`src/sv/qvic_pkg.sv`:
```
`timescale 1ns / 1ps
`default_nettype none
// ---------------------------------------------------------------------------
// qvic_pkg: shared types and constants of the quad vertex index compactor
// Table geometry, field widths, register map and the structs that travel
// between the sequencer, the ID table memory and the top level.
// ---------------------------------------------------------------------------
package qvic_pkg;

	localparam int TABLE_DEPTH = 512;
	localparam int IDX_W       = $clog2(TABLE_DEPTH);
	localparam int CNT_W       = $clog2(TABLE_DEPTH + 1);

	localparam int ID_W        = 16;
	localparam int LOCAL_W     = 9;
	localparam int ADDED_W     = 3;
	localparam int TOTAL_W     = 10;
	localparam int CORNERS     = 4;

	localparam int PADDR_W     = 3;
	localparam int PDATA_W     = 32;

	// Register indexes of the configuration port.
	localparam int REG_RESERVED_ID = 0;

	localparam logic [ID_W-1:0] RESERVED_ID_RESET = 16'hFFFF;

	typedef logic [CORNERS-1:0][ID_W-1:0] qvic_ids_t;

	// Write and read request towards the ID table memory.
	typedef struct packed {
		logic             we;
		logic [IDX_W-1:0] waddr;
		logic [ID_W-1:0]  wdata;
		logic             re;
		logic [IDX_W-1:0] raddr;
	} qvic_ram_req_t;

	// One finished result beat.
	typedef struct packed {
		logic [CORNERS-1:0][LOCAL_W-1:0] locals;
		logic [ADDED_W-1:0]              added_count;
		qvic_ids_t                       added;
		logic [TOTAL_W-1:0]              unique_total;
		logic [CORNERS-1:0]              flag_mask;
		logic                            table_full;
	} qvic_result_t;

endpackage
`default_nettype wire

```
`src/sv/qvic_search_seq.sv`:
```
`timescale 1ns / 1ps
`default_nettype none
// ---------------------------------------------------------------------------
// qvic_search_seq: corner-by-corner search and append sequencer
// Walks the four corners in order, scans the ID table one entry per read
// with a single shared comparator, and appends IDs that are not found while there is room.
// ---------------------------------------------------------------------------
module qvic_search_seq (
	input  wire logic                          clk,
	input  wire logic                          arst_n,
	input  wire logic                          start,
	input  wire logic                          start_group,
	input  wire qvic_pkg::qvic_ids_t           vertices,
	input  wire logic [qvic_pkg::ID_W-1:0]     reserved_id,
	output logic                               idle,
	output logic                               res_valid,
	input  wire logic                          res_take,
	output qvic_pkg::qvic_result_t             result,
	output qvic_pkg::qvic_ram_req_t            ram_req,
	input  wire logic [qvic_pkg::ID_W-1:0]     ram_rdata
);

	localparam logic [2:0] S_IDLE   = 3'd0;
	localparam logic [2:0] S_CHECK  = 3'd1;
	localparam logic [2:0] S_READ   = 3'd2;
	localparam logic [2:0] S_CMP    = 3'd3;
	localparam logic [2:0] S_APPEND = 3'd4;
	localparam logic [2:0] S_DONE   = 3'd5;

	localparam logic [qvic_pkg::CNT_W-1:0] DEPTH_C =
		qvic_pkg::CNT_W'(qvic_pkg::TABLE_DEPTH);

	logic [2:0]                               state_q;
	logic [1:0]                               corner_q;
	logic [qvic_pkg::CNT_W-1:0]               count_q;
	logic [qvic_pkg::CNT_W-1:0]               idx_q;
	qvic_pkg::qvic_ids_t                      vert_q;
	logic [qvic_pkg::CORNERS-1:0][qvic_pkg::LOCAL_W-1:0] locals_q;
	qvic_pkg::qvic_ids_t                      added_q;
	logic [qvic_pkg::ADDED_W-1:0]             n_added_q;
	logic [qvic_pkg::CORNERS-1:0]             flags_q;
	logic                                     full_q;

	logic [qvic_pkg::ID_W-1:0] cur_id;
	logic [qvic_pkg::ID_W-1:0] cmp_b;
	logic                      cmp_eq;
	logic                      last_corner;

	assign cur_id      = vert_q[corner_q];
	assign last_corner = (corner_q == 2'd3);

	// The one comparator serves both the reserved-ID test and the table scan.
	assign cmp_b  = (state_q == S_CHECK) ? reserved_id : ram_rdata;
	assign cmp_eq = (cur_id == cmp_b);

	always_comb begin
		ram_req.we    = (state_q == S_APPEND) && (count_q != DEPTH_C);
		ram_req.waddr = count_q[qvic_pkg::IDX_W-1:0];
		ram_req.wdata = cur_id;
		ram_req.re    = (state_q == S_READ) && (idx_q != count_q);
		ram_req.raddr = idx_q[qvic_pkg::IDX_W-1:0];
	end

	always_ff @(posedge clk or negedge arst_n) begin
		if (!arst_n) begin
			state_q  <= S_IDLE;
			corner_q <= 2'd0;
			count_q  <= '0;
		end else begin
			case (state_q)
				S_IDLE: begin
					if (start) begin
						corner_q <= 2'd0;
						if (start_group) begin
							count_q <= '0;
						end
						state_q <= S_CHECK;
					end
				end
				S_CHECK: begin
					if (cmp_eq) begin
						corner_q <= corner_q + 2'd1;
						state_q  <= last_corner ? S_DONE : S_CHECK;
					end else begin
						state_q <= S_READ;
					end
				end
				S_READ: begin
					state_q <= (idx_q == count_q) ? S_APPEND : S_CMP;
				end
				S_CMP: begin
					if (cmp_eq) begin
						corner_q <= corner_q + 2'd1;
						state_q  <= last_corner ? S_DONE : S_CHECK;
					end else begin
						state_q <= S_READ;
					end
				end
				S_APPEND: begin
					if (count_q != DEPTH_C) begin
						count_q <= count_q + qvic_pkg::CNT_W'(1);
					end
					corner_q <= corner_q + 2'd1;
					state_q  <= last_corner ? S_DONE : S_CHECK;
				end
				S_DONE: begin
					if (res_take) begin
						state_q <= S_IDLE;
					end
				end
				default: begin
					state_q <= S_IDLE;
				end
			endcase
		end
	end

	// Per-item working registers; cleared when an item starts.
	always_ff @(posedge clk) begin
		case (state_q)
			S_IDLE: begin
				if (start) begin
					vert_q    <= vertices;
					locals_q  <= '0;
					added_q   <= '0;
					n_added_q <= '0;
					flags_q   <= '0;
					full_q    <= 1'b0;
				end
			end
			S_CHECK: begin
				idx_q <= '0;
				if (cmp_eq) begin
					flags_q[corner_q] <= 1'b1;
				end
			end
			S_CMP: begin
				if (cmp_eq) begin
					locals_q[corner_q] <= qvic_pkg::LOCAL_W'(idx_q);
				end else begin
					idx_q <= idx_q + qvic_pkg::CNT_W'(1);
				end
			end
			S_APPEND: begin
				if (count_q == DEPTH_C) begin
					flags_q[corner_q] <= 1'b1;
					full_q            <= 1'b1;
				end else begin
					locals_q[corner_q]      <= qvic_pkg::LOCAL_W'(count_q);
					added_q[n_added_q[1:0]] <= cur_id;
					n_added_q               <= n_added_q + qvic_pkg::ADDED_W'(1);
				end
			end
			default: begin
			end
		endcase
	end

	assign idle      = (state_q == S_IDLE);
	assign res_valid = (state_q == S_DONE);

	always_comb begin
		result.locals       = locals_q;
		result.added_count  = n_added_q;
		result.added        = added_q;
		result.unique_total = qvic_pkg::TOTAL_W'(count_q);
		result.flag_mask    = flags_q;
		result.table_full   = full_q;
	end

endmodule
`default_nettype wire

```
`config.mk`:
```
export PLATFORM = sky130hd
export DESIGN_NAME = qvic_search_seq
export DESIGN_NICKNAME = d
export VERILOG_FILES = /design/src/sv/qvic_pkg.sv /design/src/sv/qvic_search_seq.sv
export SDC_FILE = /design/constraint.sdc
export NUM_CORES = 1
export LEC_CHECK = 0
export BUFFER_PORTS_ARGS = -buffer_cell sky130_fd_sc_hd__buf_2
export CAP_MARGIN = 20
export CORE_ASPECT_RATIO = 1.1
export CORE_MARGIN = 3
export CORE_UTILIZATION = 50
export DETAILED_ROUTE_END_ITERATION = 10
export GPL_TIMING_DRIVEN = 0
export PLACE_DENSITY = 0.77
export SLEW_MARGIN = 10
export SYNTH_ARGS = -nofsm -noshare
export SYNTH_HDL_FRONTEND = slang
export SYNTH_SLANG_ARGS = --single-unit
```
`constraint.sdc`:
```
create_clock -name clk -period 14.74 [get_ports clk]
set_input_delay 2.948 -clock clk [delete_from_list [all_inputs] [get_ports clk]]
set_output_delay 2.948 -clock clk [all_outputs]
set_load 0.005 [all_outputs]
```
* After elaboration in Yosys (flattened, before gate mapping)
Cells that the tools add are included.
** Storage, ports and cells
- Flip-flop bits (word level) :: 197
- Input port bits :: 101
- Output and inout bits :: 156
- Word-level logic and storage cells :: 113
** Cells by class
- Add/sub/neg operators :: 4
- Magnitude comparators :: 4
- Eq/ne operators :: 21
- Mux-type cells :: 44
- Bitwise logic cells :: 1
- Reduce and logical (&&, ||, !) cells :: 20
** Operators by type and width (number)
- two-way mux 64 bit :: 2
- case mux 64 bit (2 select lines) :: 1
- two-way mux 36 bit :: 3
- case mux 36 bit (3 select lines) :: 1
- bitwise mux 36 bit :: 2
- bitwise mux 64 bit :: 1
- two-way mux 16 bit :: 3
- two-way mux 10 bit :: 4
- case mux 10 bit (2 select lines) :: 2
- binary-select mux 16 bit (select 2 bit) :: 1
- demux 16 bit (select 2 bit) :: 1
- two-way mux 3 bit :: 7
- adder 10 x 1 -> 10 bit, second input constant :: 2
- demux 9 bit (select 2 bit) :: 1
- equality test 16 bit :: 1
- case mux 3 bit (5 select lines) :: 1
- two-way mux 4 bit :: 3
- != test 2 bit, second input constant :: 6
- case mux 4 bit (3 select lines) :: 1
- AND reduction 4 bit :: 3
- equality test 10 bit :: 1
- equality test 10 bit, second input constant :: 1
- != test 10 bit :: 1
- != test 10 bit, second input constant :: 1
- 24 further kinds :: 44

* Longest topological paths before layout
Gate-level depths: netlist of run 1.
- Depth after elaboration :: 7
- Mapped depth :: 10

* Worst setup path after synthesis of run 1
OpenSTA, ideal clock, no wires.
- Path kind :: in2reg
- Start :: input port start
- End :: register locals_q (netlist bit result[100]), enable pin
- Setup time :: 0.437 ns
- Arrival :: 7.691 ns
- Path slack :: 6.612 ns
- Stages on the path :: 3
- Cells stage by stage :: o21ai_1 > a21oi_1 > o21bai_1
** On the way
- Cells in the longest elaborated chain, start to end :: 2
** Ends and longest elaborated chain
- start: declaration :: line qvic_search_seq.sv:11 : input wire logic start,
- != test 2 bit (no source line)
- AND reduction 4 bit (no source line)
- end signal: indexed assignment :: line qvic_search_seq.sv:139 : locals_q[corner_q] <= qvic_pkg::LOCAL_W'(idx_q);
- end signal: indexed assignment :: line qvic_search_seq.sv:149 : locals_q[corner_q] <= qvic_pkg::LOCAL_W'(count_q);
- end: declaration :: line qvic_search_seq.sv:38 : logic [qvic_pkg::CORNERS-1:0][qvic_pkg::LOCAL_W-1:0] locals_q;
Every way passes these cells.
A chain may end at the register's enable or synchronous reset.

* Worst setup path after layout of run 1
- Start :: input port reserved_id[6] (netlist bit)
- End :: register locals_q (netlist bit result[101]), enable pin
** On the way
- Cells in the longest elaborated chain, start to end :: 4
** Ends and longest elaborated chain
- start: declaration :: line qvic_search_seq.sv:14 : input wire logic [qvic_pkg::ID_W-1:0] reserved_id,
- two-way mux 16 bit :: line qvic_search_seq.sv:53 : assign cmp_b = (state_q == S_CHECK) ? reserved_id : ram_rdata;
- equality test 16 bit :: line qvic_search_seq.sv:54 : assign cmp_eq = (cur_id == cmp_b);
- != test 2 bit (no source line)
- AND reduction 4 bit (no source line)
Every way passes these cells.

==> results of run 1 <==
[metal layers]
| metal | routed length, microns | part of all wire, % | track usage, % | vias up |
|---|---|---|---|---|
| li1 | - | - | - | 3152 |
| met1 | 9590 | 38 | 31.8 | 3327 |
| met2 | 13000 | 51 | 42.6 | 347 |
| met3 | 2130 | 8.5 | 5.53 | 35 |
| met4 | 529 | 2.1 | 8.62 | 0 |
| met5 | 0 | 0 | 0 | - |
[cell families after synthesis]
kind of cell             Yosys count  share of synthesized area [%]
buffers and inverters             75                           4.42
AO/OA/AOI/OAI                     73                           4.59
AND/OR/NAND/NOR                  231                           10.6
multiplexers                      97                           12.6
flip-flops                       197                           62.7
XOR/XNOR                          39                           3.67
adder cells (fa/ha/maj)           11                           1.48
[layout by cell type (no fill, tap or decap), types with 6 or more instances in the layout]
cell                        instances
sky130_fd_sc_hd__mux2i_1           80
sky130_fd_sc_hd__xnor2_1           24
sky130_fd_sc_hd__clkbuf_16         17
sky130_fd_sc_hd__buf_4             19
sky130_fd_sc_hd__inv_1             12
sky130_fd_sc_hd__nor2_1            97
sky130_fd_sc_hd__edfxtp_1         182
sky130_fd_sc_hd__dfrtp_1           15
sky130_fd_sc_hd__xor2_1            15
sky130_fd_sc_hd__ha_1              11
sky130_fd_sc_hd__nor4_1             6
sky130_fd_sc_hd__nand2_1           93
sky130_fd_sc_hd__nand4_1            6
sky130_fd_sc_hd__mux4_2            16
sky130_fd_sc_hd__buf_1              6
sky130_fd_sc_hd__clkbuf_1          30
sky130_fd_sc_hd__a22o_1             7
sky130_fd_sc_hd__buf_2            259
sky130_fd_sc_hd__o21ai_0           49
[critical path: stages]
cell	delay, ps
sky130_fd_sc_hd__buf_2	110
sky130_fd_sc_hd__mux2i_1	270
sky130_fd_sc_hd__xnor2_1	150
sky130_fd_sc_hd__nor4_1	570
sky130_fd_sc_hd__nand4_2	460
sky130_fd_sc_hd__o21bai_4	570
sky130_fd_sc_hd__buf_16	230
[final cells by class]
class / instances / area share, %
flip-flops and latches: 197 / 49.9
multi-input cells: 451 / 26.4
repair buffers: 262 / 12.2
clock buffers: 17 / 3.63
plain buffers: 63 / 3.13
well taps: 238 / 2.54
clock inverters: 15 / 1.71
inverters: 12 / 0.385
diodes: 2 / 0.0427
[power by group through the flow]
stage / logic (mW) / clock network, mW / registers [mW]
2_1_floorplan: 0.412 / 0 / 0.816
4_1_cts: 0.676 / 0.489 / 0.806
6_report: 0.674 / 0.485 / 0.807
3_3_place_gp: 0.634 / 0 / 0.828
3_5_place_dp: 0.671 / 0 / 0.817
5_1_grt: 0.736 / 0.515 / 0.817
[through the flow]
stage / instances / utilization [%] / setup WS (ps) / instance area [sq um] / power, mW
3_5_place_dp: 1223 / 61.6 / 9090 / 11100 / 1.49
5_1_grt: 1257 / 65.1 / 9370 / 11700 / 2.07
4_1_cts: 1255 / 65.0 / 9570 / 11700 / 1.97
2_1_floorplan: 723 / - / 6610 / 9320 / 1.23
3_3_place_gp: 1217 / 60.6 / 4310 / 10900 / 1.46
6_report: 1257 / 65.1 / 9540 / 11700 / 1.97
[sequential cells by signal (all words and copies together) (netlist names)]
register / count
n_added_q: 3
corner_q: 2
vert_q: 64
result: 100
full_q: 1
count_q: 10
idx_q: 10
state_q: 3
flags_q: 4
[worst max path at each step]
stage                  endpoint  slack (ps)  depth (start not counted)
floorplan           result[100]        6610                          3
global placement     result[88]        4310                          4
detailed placement   result[98]        9090                          7
CTS                  result[98]        9570                          7
global route        result[114]        9370                          7
finish              result[101]        9540                          7
==> results.md, run 1 <==
* Iteration-0 DRC count of the detailed router at 484
* Total standard cell area after synthesis at 9320 sq um
* Power Dens Cells at 168 nW/um^2
* Worst rel slew slack at 36.2%
* Worst-Margin Slew at between 900 and 1000 ps
* Crit path from: reserved_id[6]
* Area share of the leading cell type in the synthesized netlist at 58.6%
* # DRC at 0
* Startpoint types: input port
* Setup repair after global routing missed its margin: no
* Post-synthesis net count at 835
* Leftover overflow at the end of global routing at 0
* Total via count after detailed routing at 6861
* Internal Power at 1.27 mW
* Maximum count of clock buffers along a single path at 2
* Post-CTS Hold Buffers at 0
* Sink count of the clock tree at 197
* Worst hold slack at 587 ps
* Number of gates given a new drive strength after cts at 0
* Count of buffers from port buffering at 256
* Share of layout cells above drive strength 1 at 34.0%
* Post-CTS clock slew at the launch and capture registers of the worst setup and hold paths at 70 ps
* Total clock buffers created by CTS at 17
* Sum of routed wire length over all layers at 25200 microns
* Hold path endpoint: flags_q[0]
* Reg2Reg Launch Point: corner_q[1]
* Worst endpoint required time at approximately 15000 ps
* Average wire per cell in the routed design at around 20 microns
* Maximum clock skew at final layout at 13.9 ps
* Boundary Pins at 257
* FFs w/ async S/R, synth at roughly 7.6%
* Cell at the root of the clock tree: sky130_fd_sc_hd__clkbuf_16
* Antenna violations before repair at 2
* Switching part of the total at 35.2%
* Depth of the most critical reg-to-reg path at 8
* Multi-input gate area at ~3100 sq um
* Final period demand of the worst path at 5200 ps
* Horizontal die dimension at 136 microns
* Post-route ant nets at 0
* Setup tns final at 0 ps
* Maximum ir drop on the vdd rail at between 0.09 and 0.1 mV
* Synth Area per Inst at 12.9 sq um
* Starting density of the core at 51.8%
* Sequential fraction of design power at 41.0%
* Dpl hpwl at 18600 microns
* Number of synthesized flops with an enable pin at 182
* Pin count of the biggest net entering global routing at 34
* Final critical-path share of the clock period at between 30% and 40%
* Clock network latency to the later pin of the worst-skew pair at 440 ps
* Start point of the worst hold path: flags_q[0]
* Max Transition Viols Final at 0
* Leakage at 4.70 nW
* Outcome: complete, no violations
* Instance count along the most critical hold path at 2
* Setup fix buffers added after clock tree synthesis at 0
* Overall routing resource usage at 25.1%
* Flip-flop and latch area at 5840 sq um
* Type of the most critical hold path: reg2reg
* Last weighted congestion value of the routability-driven placer at around 0.84
* Die outline area at between 20000 and 25000 sq um
* Terminus of the critical flop-to-flop path: result[101]
* Leading post-synthesis cells by cell area: sky130_fd_sc_hd__edfxtp_1 59%, sky130_fd_sc_hd__mux2i_1 8.6%, sky130_fd_sc_hd__dfrtp_1 4.0%
* FF+latch count, synth at 197
* Wire length of the first global-routing pass at between 30000 and 40000 microns
* Std-Cell Core Area at 18000 sq um
* # rows at 51
* Share of power burned in the clock network at 24.7%
* Max-cap violations at 0
* Crit path kind: in2reg
* Average vias per placed instance at 5.46
* Net switching power at roughly 700 uW
* Most frequent cells after synthesis: 182 x sky130_fd_sc_hd__edfxtp_1, 98 x sky130_fd_sc_hd__nor2_1, 93 x sky130_fd_sc_hd__nand2_1, 80 x sky130_fd_sc_hd__mux2i_1, 50 x sky130_fd_sc_hd__o21ai_0
* Die outline height at about 150 microns
* Vias in the first global route at 6741
* H-tree depth at 4
* # nets final at 1116
* Count of synthesis-stage warnings from yosys at 0
* Clock tree from TritonCTS: done
* Primary FF master, synth: sky130_fd_sc_hd__edfxtp_1
* Fraction of the yosys area taken by sequential cells at 62.7%
* Portion of total power attributed to combinational logic at 34.3%
* Peak Freq at 192 MHz
* Synthesized netlist cell count at 723
* First-pass iteration count of the detailed router at 5
* Highest fanout seen on the critical path at 21
* Yosys top cell by area: sky130_fd_sc_hd__edfxtp_1
* Final hold violation count at 0
* Slack of the worst reg-to-reg path at 10850 ps
* Area grow syn2layout at 25.6%
* Final Setup Violations at 0
* Data arrival at the endpoint of the critical path at 5340 ps
* Post-synth cell types at 46
* Cell with the most instances after synthesis: sky130_fd_sc_hd__edfxtp_1
* Number of fill cells at 1378
* Critical Path End Type: flop
Power figures use the tool's default switching activity.
==> inputs of run 2 (changes only) <==
--- a/config.mk
+++ b/config.mk
@@ -5,6 +5,7 @@
 export SDC_FILE = /design/constraint.sdc
 export NUM_CORES = 1
 export LEC_CHECK = 0
+export ABC_AREA = 1
 export BUFFER_PORTS_ARGS = -buffer_cell sky130_fd_sc_hd__buf_2
 export CAP_MARGIN = 20
 export CORE_ASPECT_RATIO = 1.1
@@ -12,7 +13,7 @@
 export CORE_UTILIZATION = 50
 export DETAILED_ROUTE_END_ITERATION = 10
 export GPL_TIMING_DRIVEN = 0
-export PLACE_DENSITY = 0.77
+export PLACE_DENSITY = 0.76
 export SLEW_MARGIN = 10
 export SYNTH_ARGS = -nofsm -noshare
 export SYNTH_HDL_FRONTEND = slang
==> constraint.sdc (replaced) <==
create_clock -name clk -period 5.35 [get_ports clk]
set_input_delay 1.07 -clock clk [delete_from_list [all_inputs] [get_ports clk]]
set_output_delay 1.07 -clock clk [all_outputs]
set_load 0.005 [all_outputs]
==> run 2 against run 1 <==
Sequential share of layout area decreased by 4.2 points. Clock skew fell by 0.82 ps. Sequential power rose to 2.9 times the previous value. Largest power group is now combinational cells. Non-clock buffer count grew 16. Area after synthesis is 12% higher. Core utilization down 1.6 points. Wire length is 27% higher. Synthesized cell count up 62%. Die area grew 11%. Register-to-register slack got worse by 8500 ps.
==> results.md, run 2 <==
* Outcome: complete, no violations (unchanged)
* Primary FF master, synth: sky130_fd_sc_hd__edfxtp_1 (unchanged)
* Synth Area per Inst at 8.93 sq um (was 12.9 sq um)
* Final setup margin at 1970 ps (was 9540 ps)
* Boundary Pins at 257 (unchanged)
* Post-synthesis net count at 1280 (was 835)
* Maximum count of clock buffers along a single path at 2 (unchanged)
* Worst hold slack at 545 ps (was 587 ps)
* Utilization of the core after routing at 63.5% (was 65.1%)
* Crit path kind: reg2out (was in2reg)
* Pin count of the biggest net entering global routing at 68 (was 34)
* Standard cell area after detailed placement at 12100 sq um (was 11100 sq um)
* Total standard cell area after synthesis at 10400 sq um (was 9320 sq um)
* Iteration-0 DRC count of the detailed router at 950 (was 484)
* Cell at the root of the clock tree: sky130_fd_sc_hd__clkbuf_16 (unchanged)
* Fraction of the yosys area taken by sequential cells at 56.0% (was 62.7%)
* Post-CTS Hold Buffers at 0 (unchanged)
* Clock network latency to the later pin of the worst-skew pair at 450 ps (was 440 ps)
* Peak Freq at between 200 and 300 MHz
* Starting density of the core at 51.8% (about the same)
* Final period demand of the worst path at 3380 ps
* Number of gates given a new drive strength after cts at 0 (unchanged)
* Worst-Margin Slew at 688 ps (was 951 ps)
* # DRC at 0 (unchanged)
* Most common cell after layout, fill and taps aside: sky130_fd_sc_hd__nand2_1 (was sky130_fd_sc_hd__buf_2)
* Total via count after detailed routing at 9664 (was 6861)
* Power Dens Cells at 483 nW/um^2 (was 168 nW/um^2)
* Max reg flops at 100 (unchanged)
* Number of fill cells at 1654 (was 1378)
* Cell with the most instances after synthesis: sky130_fd_sc_hd__nand2_1 (was sky130_fd_sc_hd__edfxtp_1)
* Type of the most critical hold path: in2async (was reg2reg)
* Total power draw at 6.17 mW (was 1.97 mW)
* Count of synthesis-stage warnings from yosys at 0 (unchanged)
* Minimum setup slack after placement at 2300 ps (was 9090 ps)
* Setup repair after global routing missed its margin: no (unchanged)
* First-pass iteration count of the detailed router at 5 (unchanged)
* Die outline area at 22600 sq um (was 20300 sq um)
* Data arrival at the endpoint of the critical path at 2310 ps (was 5340 ps)
* Maximum clock skew at final layout at 13.1 ps (was 13.9 ps)
* Wire length of the first global-routing pass at 48300 microns (was 38200 microns)
* Leading post-synthesis cells by cell area: sky130_fd_sc_hd__edfxtp_1 52%, sky130_fd_sc_hd__nand2_1 12%, sky130_fd_sc_hd__o21ai_0 6.9% (was sky130_fd_sc_hd__edfxtp_1 59%, sky130_fd_sc_hd__mux2i_1 8.6%, sky130_fd_sc_hd__dfrtp_1 4.0%)
* Max-cap violations at 0 (unchanged)
* Post-route cell area at 12800 sq um (was 11700 sq um)
* Post-route ant nets at 0 (unchanged)
* Startpoint types: flop (was input port)
* Count of buffers from port buffering at 256 (unchanged)
* Yosys top cell by area: sky130_fd_sc_hd__edfxtp_1 (unchanged)
* Clock tree from TritonCTS: done (unchanged)
* Horizontal die dimension at 144 microns (was 136 microns)
* Number of standard cells in the layout, taps in and fillers out at 1713 (was 1257)
* Worst endpoint required time at 4280 ps (was 14880 ps)
* Most frequent cells after synthesis: 325 x sky130_fd_sc_hd__nand2_1, 182 x sky130_fd_sc_hd__edfxtp_1, 144 x sky130_fd_sc_hd__o21ai_0, 100 x sky130_fd_sc_hd__inv_1, 72 x sky130_fd_sc_hd__a21oi_1 (was 182 x sky130_fd_sc_hd__edfxtp_1, 98 x sky130_fd_sc_hd__nor2_1, 93 x sky130_fd_sc_hd__nand2_1, 80 x sky130_fd_sc_hd__mux2i_1, 50 x sky130_fd_sc_hd__o21ai_0)
* Setup tns final at 0 ps (unchanged)
* Average wire per cell in the routed design at 18.7 microns (was 20.1 microns)
* Depth of the most critical reg-to-reg path at 14 (was 8)
* Max Transition Viols Final at 0 (unchanged)
* Total clock buffers created by CTS at 17 (unchanged)
* # rows at 54 (was 51)
* Leakage at 5.84 nW (was 4.70 nW)
* Highest fanout seen on the critical path at 8 (was 21)
* Last weighted congestion value of the routability-driven placer at 0.913 (was 0.842)
* Vias in the first global route at 8970 (was 6741)
* Dpl hpwl at 23800 microns (was 18600 microns)
* Placed insts at 1680 (was 1223)
* Std-Cell Core Area at 20100 sq um (was 18000 sq um)
* Critical Path End Type: output port (was flop)
* Leftover overflow at the end of global routing at 0 (unchanged)
* Post-synth cell types at 37 (was 46)
* Antenna violations before repair at 3 (was 2)
* Final Setup Violations at 0 (unchanged)
* Average vias per placed instance at 5.64 (was 5.46)
* Final hold violation count at 0 (unchanged)
* Final critical-path share of the clock period at 63.2%
* Setup fix buffers added after clock tree synthesis at 0 (unchanged)
* Synthesized netlist cell count at 1168 (was 723)
* Sink count of the clock tree at 197 (unchanged)
* Area grow syn2layout at 22.4% (was 25.6%)
* Sum of routed wire length over all layers at 32000 microns (was 25200 microns)
* FFs w/ async S/R, synth at 7.61% (unchanged)
* Reg2Reg Launch Point: corner_q[0] (was corner_q[1])
* Highest-count cells in the layout ignoring fill and taps: 324 x sky130_fd_sc_hd__nand2_1, 271 x sky130_fd_sc_hd__buf_2, 182 x sky130_fd_sc_hd__edfxtp_1, 144 x sky130_fd_sc_hd__o21ai_0, 100 x sky130_fd_sc_hd__inv_1 (was 259 x sky130_fd_sc_hd__buf_2, 182 x sky130_fd_sc_hd__edfxtp_1, 97 x sky130_fd_sc_hd__nor2_1, 93 x sky130_fd_sc_hd__nand2_1, 80 x sky130_fd_sc_hd__mux2i_1)
* Terminus of the critical flop-to-flop path: result[113] (was result[101])
* H-tree depth at 4 (unchanged)
* Die outline height at 158 microns (was 149 microns)
* Slack of the worst reg-to-reg path at 2310 ps (was 10850 ps)
* Number of synthesized flops with an enable pin at 182 (unchanged)
* Overall routing resource usage at 27.9% (was 25.1%)
* Worst rel slew slack at 54.2% (was 36.2%)
* Post-CTS clock slew at the launch and capture registers of the worst setup and hold paths at 70 ps (about the same)
* Area share of the leading cell type in the synthesized netlist at 52.4% (was 58.6%)
* Maximum ir drop on the vdd rail at 0.286 mV (was 0.0903 mV)
* # nets final at 1559 (was 1116)
* FF+latch count, synth at 197 (unchanged)
* Share of layout cells above drive strength 1 at 25.1% (was 34.0%)
run 2: changes by cell type in the layout (fill, tap and decap cells not counted), moves of 7 or more:
| cell | previous run | this run |
|---|---|---|
| sky130_fd_sc_hd__nand2_1 | 93 | 324 |
| sky130_fd_sc_hd__o21ai_0 | 49 | 144 |
| sky130_fd_sc_hd__inv_1 | 12 | 100 |
| sky130_fd_sc_hd__mux2i_1 | 80 | 0 |
| sky130_fd_sc_hd__a21oi_1 | 5 | 71 |
| sky130_fd_sc_hd__nand3_1 | 5 | 60 |
| sky130_fd_sc_hd__nor2_1 | 97 | 63 |
| sky130_fd_sc_hd__a22o_1 | 7 | 36 |
| sky130_fd_sc_hd__xnor2_1 | 24 | 1 |
| sky130_fd_sc_hd__mux4_2 | 16 | 0 |
| sky130_fd_sc_hd__buf_2 | 259 | 271 |
| sky130_fd_sc_hd__nand2_2 | 0 | 9 |
| sky130_fd_sc_hd__buf_4 | 19 | 27 |
| sky130_fd_sc_hd__xor2_1 | 15 | 8 |
run 2: how the worst max path moves through the flow:
stage                              end           from
after global routing       ram_req[35]     count_q[0]
after floorplan           n_added_q[0]          start
after CTS                  ram_req[35]     count_q[0]
after detailed placement    result[95]  ram_rdata[10]
final                      ram_req[35]     count_q[0]
after global placement      result[37]          start
run 2: kinds of logic (layout without fill, tap and decap cells):
group / Yosys count / count (layout) / synth area share [%]
AOI/OAI and AO/OA: 261 / 261 / 13.9
DFF: 197 / 197 / 56.0
buffers and inverters: 194 / 486 / 8.30
other: 0 / 1 / 0
xor gates and xnor gates: 9 / 9 / 0.756
adders and majority gates: 11 / 11 / 1.32
and+or+nand+nor: 496 / 496 / 19.7
run 2: cell type report:
| class | count | area [sq um] | share of cell area (%) |
|---|---|---|---|
| clock inverter | 14 | 200 | 1.57 |
| clock buffer | 18 | 429 | 3.36 |
| timing repair buffer | 260 | 1370 | 10.7 |
| inverter | 113 | 427 | 3.34 |
| tap | 252 | 315 | 2.47 |
| buffer | 81 | 439 | 3.44 |
| sequential | 197 | 5840 | 45.7 |
| multi-input combinational | 777 | 3750 | 29.4 |
| antenna | 1 | 2.50 | 0.0196 |
run 2: where the power goes:
| part | internal [mW] | switching, mW | total, mW |
|---|---|---|---|
| sequential | 2.12 | 0.197 | 2.32 |
| clock | 0.722 | 0.654 | 1.38 |
| combinational | 0.832 | 1.65 | 2.48 |
run 2: metal layers:
layer / track usage, % / up-vias / wire length (microns)
li1: - / 4517 / -
met1: 34.4 / 4482 / 12100
met2: 47.7 / 575 / 15500
met3: 5.86 / 84 / 3200
met4: 11.7 / 6 / 1200
met5: 0 / - / 41
run 2: critical path, stage by stage, from the launching register on:
cell and delay, ps:
sky130_fd_sc_hd__dfrtp_1 530, sky130_fd_sc_hd__inv_1 250, sky130_fd_sc_hd__ha_1 180, sky130_fd_sc_hd__nand3_1 70, sky130_fd_sc_hd__nor3_1 320, sky130_fd_sc_hd__or2_1 240
sky130_fd_sc_hd__inv_1 130, sky130_fd_sc_hd__buf_2 150
==> inputs of run 3 (changes only) <==
--- a/config.mk
+++ b/config.mk
@@ -10,10 +10,10 @@
 export CAP_MARGIN = 20
 export CORE_ASPECT_RATIO = 1.1
 export CORE_MARGIN = 3
-export CORE_UTILIZATION = 50
+export CORE_UTILIZATION = 49
 export DETAILED_ROUTE_END_ITERATION = 10
 export GPL_TIMING_DRIVEN = 0
-export PLACE_DENSITY = 0.76
+export PLACE_DENSITY = 0.77
 export SLEW_MARGIN = 10
 export SYNTH_ARGS = -nofsm -noshare
 export SYNTH_HDL_FRONTEND = slang
==> constraint.sdc (replaced) <==
create_clock -name clk -period 3 [get_ports clk]
set_input_delay 0.6 -clock clk [delete_from_list [all_inputs] [get_ports clk]]
set_output_delay 0.6 -clock clk [all_outputs]
set_load 0.005 [all_outputs]
==> run 3 against run 2 <==
Clock power rose by 66%. Wire length rose by 1.5%. First-iteration DRC count increased by 2.6%. Via count fell by 0.23%. Core utilization shrank 1.7 points. Sequential cell count unchanged. Clock-buffer cell count increased by 2. Global-route usage fell by 0.32 points. Non-clock buffer count up 1. Design area about the same. Combinational power increased by 80%. Clock skew grew 2.0 ps. Highest routed layer unchanged.
==> results.md, run 3 (same netlist as run 2, synthesis figures left out) <==
* H-tree depth at 4 (unchanged)
* Outcome: complete, no violations (unchanged)
* Final critical-path share of the clock period at 95.3%
* Worst-Margin Slew at 681 ps (was 688 ps)
* Final hold violation count at 0 (unchanged)
* Average wire per cell in the routed design at 18.6 microns (was 18.7 microns)
* Delay of the slowest cell on the worst path at 400 ps (was 530 ps)
* Max Transition Viols Final at 0 (unchanged)
* Iteration-0 DRC count of the detailed router at 975 (was 950)
* CP Buf/Inv Count at 4 (was 3)
* Ant. Diodes at 0 (was 1)
* Share of layout cells above drive strength 1 at 25.1% (about the same)
* Clock tree from TritonCTS: done (unchanged)
* Data arrival at the endpoint of the critical path at 3010 ps (was 2310 ps)
* # nets final at 1560 (was 1559)
* Maximum clock skew at final layout at 15.2 ps (was 13.1 ps)
* Final period demand of the worst path at 2860 ps
* # rows at 55 (was 54)
* Std-Cell Core Area at 20700 sq um (was 20100 sq um)
* Power Dens Cells at 852 nW/um^2 (was 483 nW/um^2)
* Cell at the root of the clock tree: sky130_fd_sc_hd__clkbuf_16 (unchanged)
* Crit path cell chain: buf_4 > inv_4 > buf_4 > nand2_1 > nand3_1 > nand2_1 > nand3_1 > nand2_1 > nor2_1 > nand2_1 > nor2_2 > nand3_1 > a21oi_4 > buf_4 (was inv_1 > ha_1 > nand3_1 > nor3_1 > or2_1 > inv_1 > buf_2)
* Total power draw at 10.9 mW (was 6.17 mW)
* Number of standard cells in the layout, taps in and fillers out at 1746 (was 1713)
* Wire length of the first global-routing pass at 50100 microns (was 48300 microns)
* Pin count of the biggest net entering global routing at 68 (unchanged)
* Area grow syn2layout at 22.6% (was 22.4%)
* Max reg flops at 100 (unchanged)
* Total via count after detailed routing at 9642 (was 9664)
* Utilization of the core after routing at 61.7% (was 63.5%)
* Leakage at 5.83 nW (was 5.84 nW)
* Post-route ant nets at 0 (unchanged)
* Setup repair after global routing missed its margin: no (unchanged)
* Maximum ir drop on the vdd rail at 0.494 mV (was 0.286 mV)
* # DRC at 0 (unchanged)
* Setup tns final at 0 ps (unchanged)
* Highest fanout seen on the critical path at 11 (was 8)
* Count of buffers from port buffering at 256 (unchanged)
* Worst hold slack at 83.9 ps (was 545 ps)
* Peak Freq at 350 MHz
* Minimum setup slack after placement at -123 ps (was 2300 ps)
* Vias in the first global route at 9238 (was 8970)
* Worst rel slew slack at 54.5% (was 54.2%)
* Dpl hpwl at 24400 microns (was 23800 microns)
* Average vias per placed instance at 5.52 (was 5.64)
* Crit-path most repeated cell: sky130_fd_sc_hd__nand2_1 (was sky130_fd_sc_hd__inv_1)
* Antenna violations before repair at 3 (unchanged)
* Horizontal die dimension at 145 microns (was 144 microns)
* Last weighted congestion value of the routability-driven placer at 0.914 (was 0.913)
* Leftover overflow at the end of global routing at 0 (unchanged)
* Total clock buffers created by CTS at 17 (unchanged)
* Standard cell with the maximum stage delay on the critical path: sky130_fd_sc_hd__dfrtp_1 (unchanged)
* Placed insts at 1712 (was 1680)
* Max-cap violations at 0 (unchanged)
* Sink count of the clock tree at 197 (unchanged)
* Die outline area at 23100 sq um (was 22600 sq um)
* Critical Path End Type: flop (was output port)
* Final Setup Violations at 0 (unchanged)
* Most common cell after layout, fill and taps aside: sky130_fd_sc_hd__nand2_1 (unchanged)
* Die outline height at 159 microns (was 158 microns)
* Sum of routed wire length over all layers at 32500 microns (was 32000 microns)
* Highest-count cells in the layout ignoring fill and taps: 324 x sky130_fd_sc_hd__nand2_1, 271 x sky130_fd_sc_hd__buf_2, 182 x sky130_fd_sc_hd__edfxtp_1, 144 x sky130_fd_sc_hd__o21ai_0, 99 x sky130_fd_sc_hd__inv_1 (was 324 x sky130_fd_sc_hd__nand2_1, 271 x sky130_fd_sc_hd__buf_2, 182 x sky130_fd_sc_hd__edfxtp_1, 144 x sky130_fd_sc_hd__o21ai_0, 100 x sky130_fd_sc_hd__inv_1)
* Worst endpoint required time at 3150 ps (was 4280 ps)
* Post-CTS clock slew at the launch and capture registers of the worst setup and hold paths at 70 ps (about the same)
* Crit path kind: reg2reg (was reg2out)
* Type of the most critical hold path: in2async (unchanged)
* Overall routing resource usage at 27.6% (was 27.9%)
* Post-CTS Hold Buffers at 0 (unchanged)
* Worst path top cell family by delay: simple AND/OR/NAND/NOR gates (unchanged)
* Standard cell area after detailed placement at 12200 sq um (was 12100 sq um)
* Clock network latency to the later pin of the worst-skew pair at 450 ps (about the same)
* Final setup margin at 141 ps (was 1970 ps)
* Post-route cell area at 12800 sq um (about the same)
* Maximum count of clock buffers along a single path at 2 (unchanged)
* Starting density of the core at 50.4% (was 51.8%)
* Startpoint types: flop (unchanged)
* First-pass iteration count of the detailed router at 7 (was 5)
* Boundary Pins at 257 (unchanged)
run 3: layout make-up:
| type | instances | area, sq um |
|---|---|---|
| plain buffers | 81 | 439 |
| clock buffers | 20 | 437 |
| clock inverters | 12 | 144 |
| fillers | 1778 | 7930 |
| inverters | 113 | 427 |
| multi-input cells | 777 | 3760 |
| flip-flops and latches | 197 | 5840 |
| well taps | 285 | 357 |
| repair buffers | 261 | 1380 |
run 3: power breakdown:
group          total (mW)  internal [mW]  switching, mW
clock network        2.29           1.18           1.11
registers            4.15           3.78          0.368
logic                4.46           1.50           2.96
run 3: metal layers:
layer	up-vias	global-route usage, %	share of wire, %
met5	-	0	0.13
met4	6	12.9	5.0
met3	102	6.12	9.1
met2	555	46.7	48
met1	4477	33.9	38
li1	4502	-	-
run 3: worst register-to-register path, stage by stage (launching register included):
cell and delay [ps]:
sky130_fd_sc_hd__dfrtp_1 400, sky130_fd_sc_hd__buf_4 180, sky130_fd_sc_hd__inv_4 90, sky130_fd_sc_hd__buf_4 190
sky130_fd_sc_hd__nand2_1 70, sky130_fd_sc_hd__nand3_1 80, sky130_fd_sc_hd__nand2_1 210, sky130_fd_sc_hd__nand3_1 140
sky130_fd_sc_hd__nand2_1 90, sky130_fd_sc_hd__nor2_1 100, sky130_fd_sc_hd__nand2_1 70, sky130_fd_sc_hd__nor2_2 260
sky130_fd_sc_hd__nand3_1 190, sky130_fd_sc_hd__a21oi_4 270, sky130_fd_sc_hd__buf_4 220
run 3: path summary, 6_finish.rpt:
kind	endpoint	from	slack (ps)	depth (start not counted)
worst min register to register	count_q[2]	count_q[2]	580	1
worst max-delay path	result[114]	corner_q[0]	140	14
min in group clk	vert_q[35]	vertices[35]	320	1
worst min-delay path	state_q[2]	arst_n	80	1
worst max register to register	result[114]	corner_q[0]	140	14
max in group asynchronous	count_q[1]	arst_n	2620	1
run 3: timing repair:
| action | CTS | global route |
|---|---|---|
| buffers inserted | 2 | 0 |
| pin swaps | 1 | 0 |
| resized for setup | 0 | 2 |
| endpoints found under the setup margin | 23 | 1 |
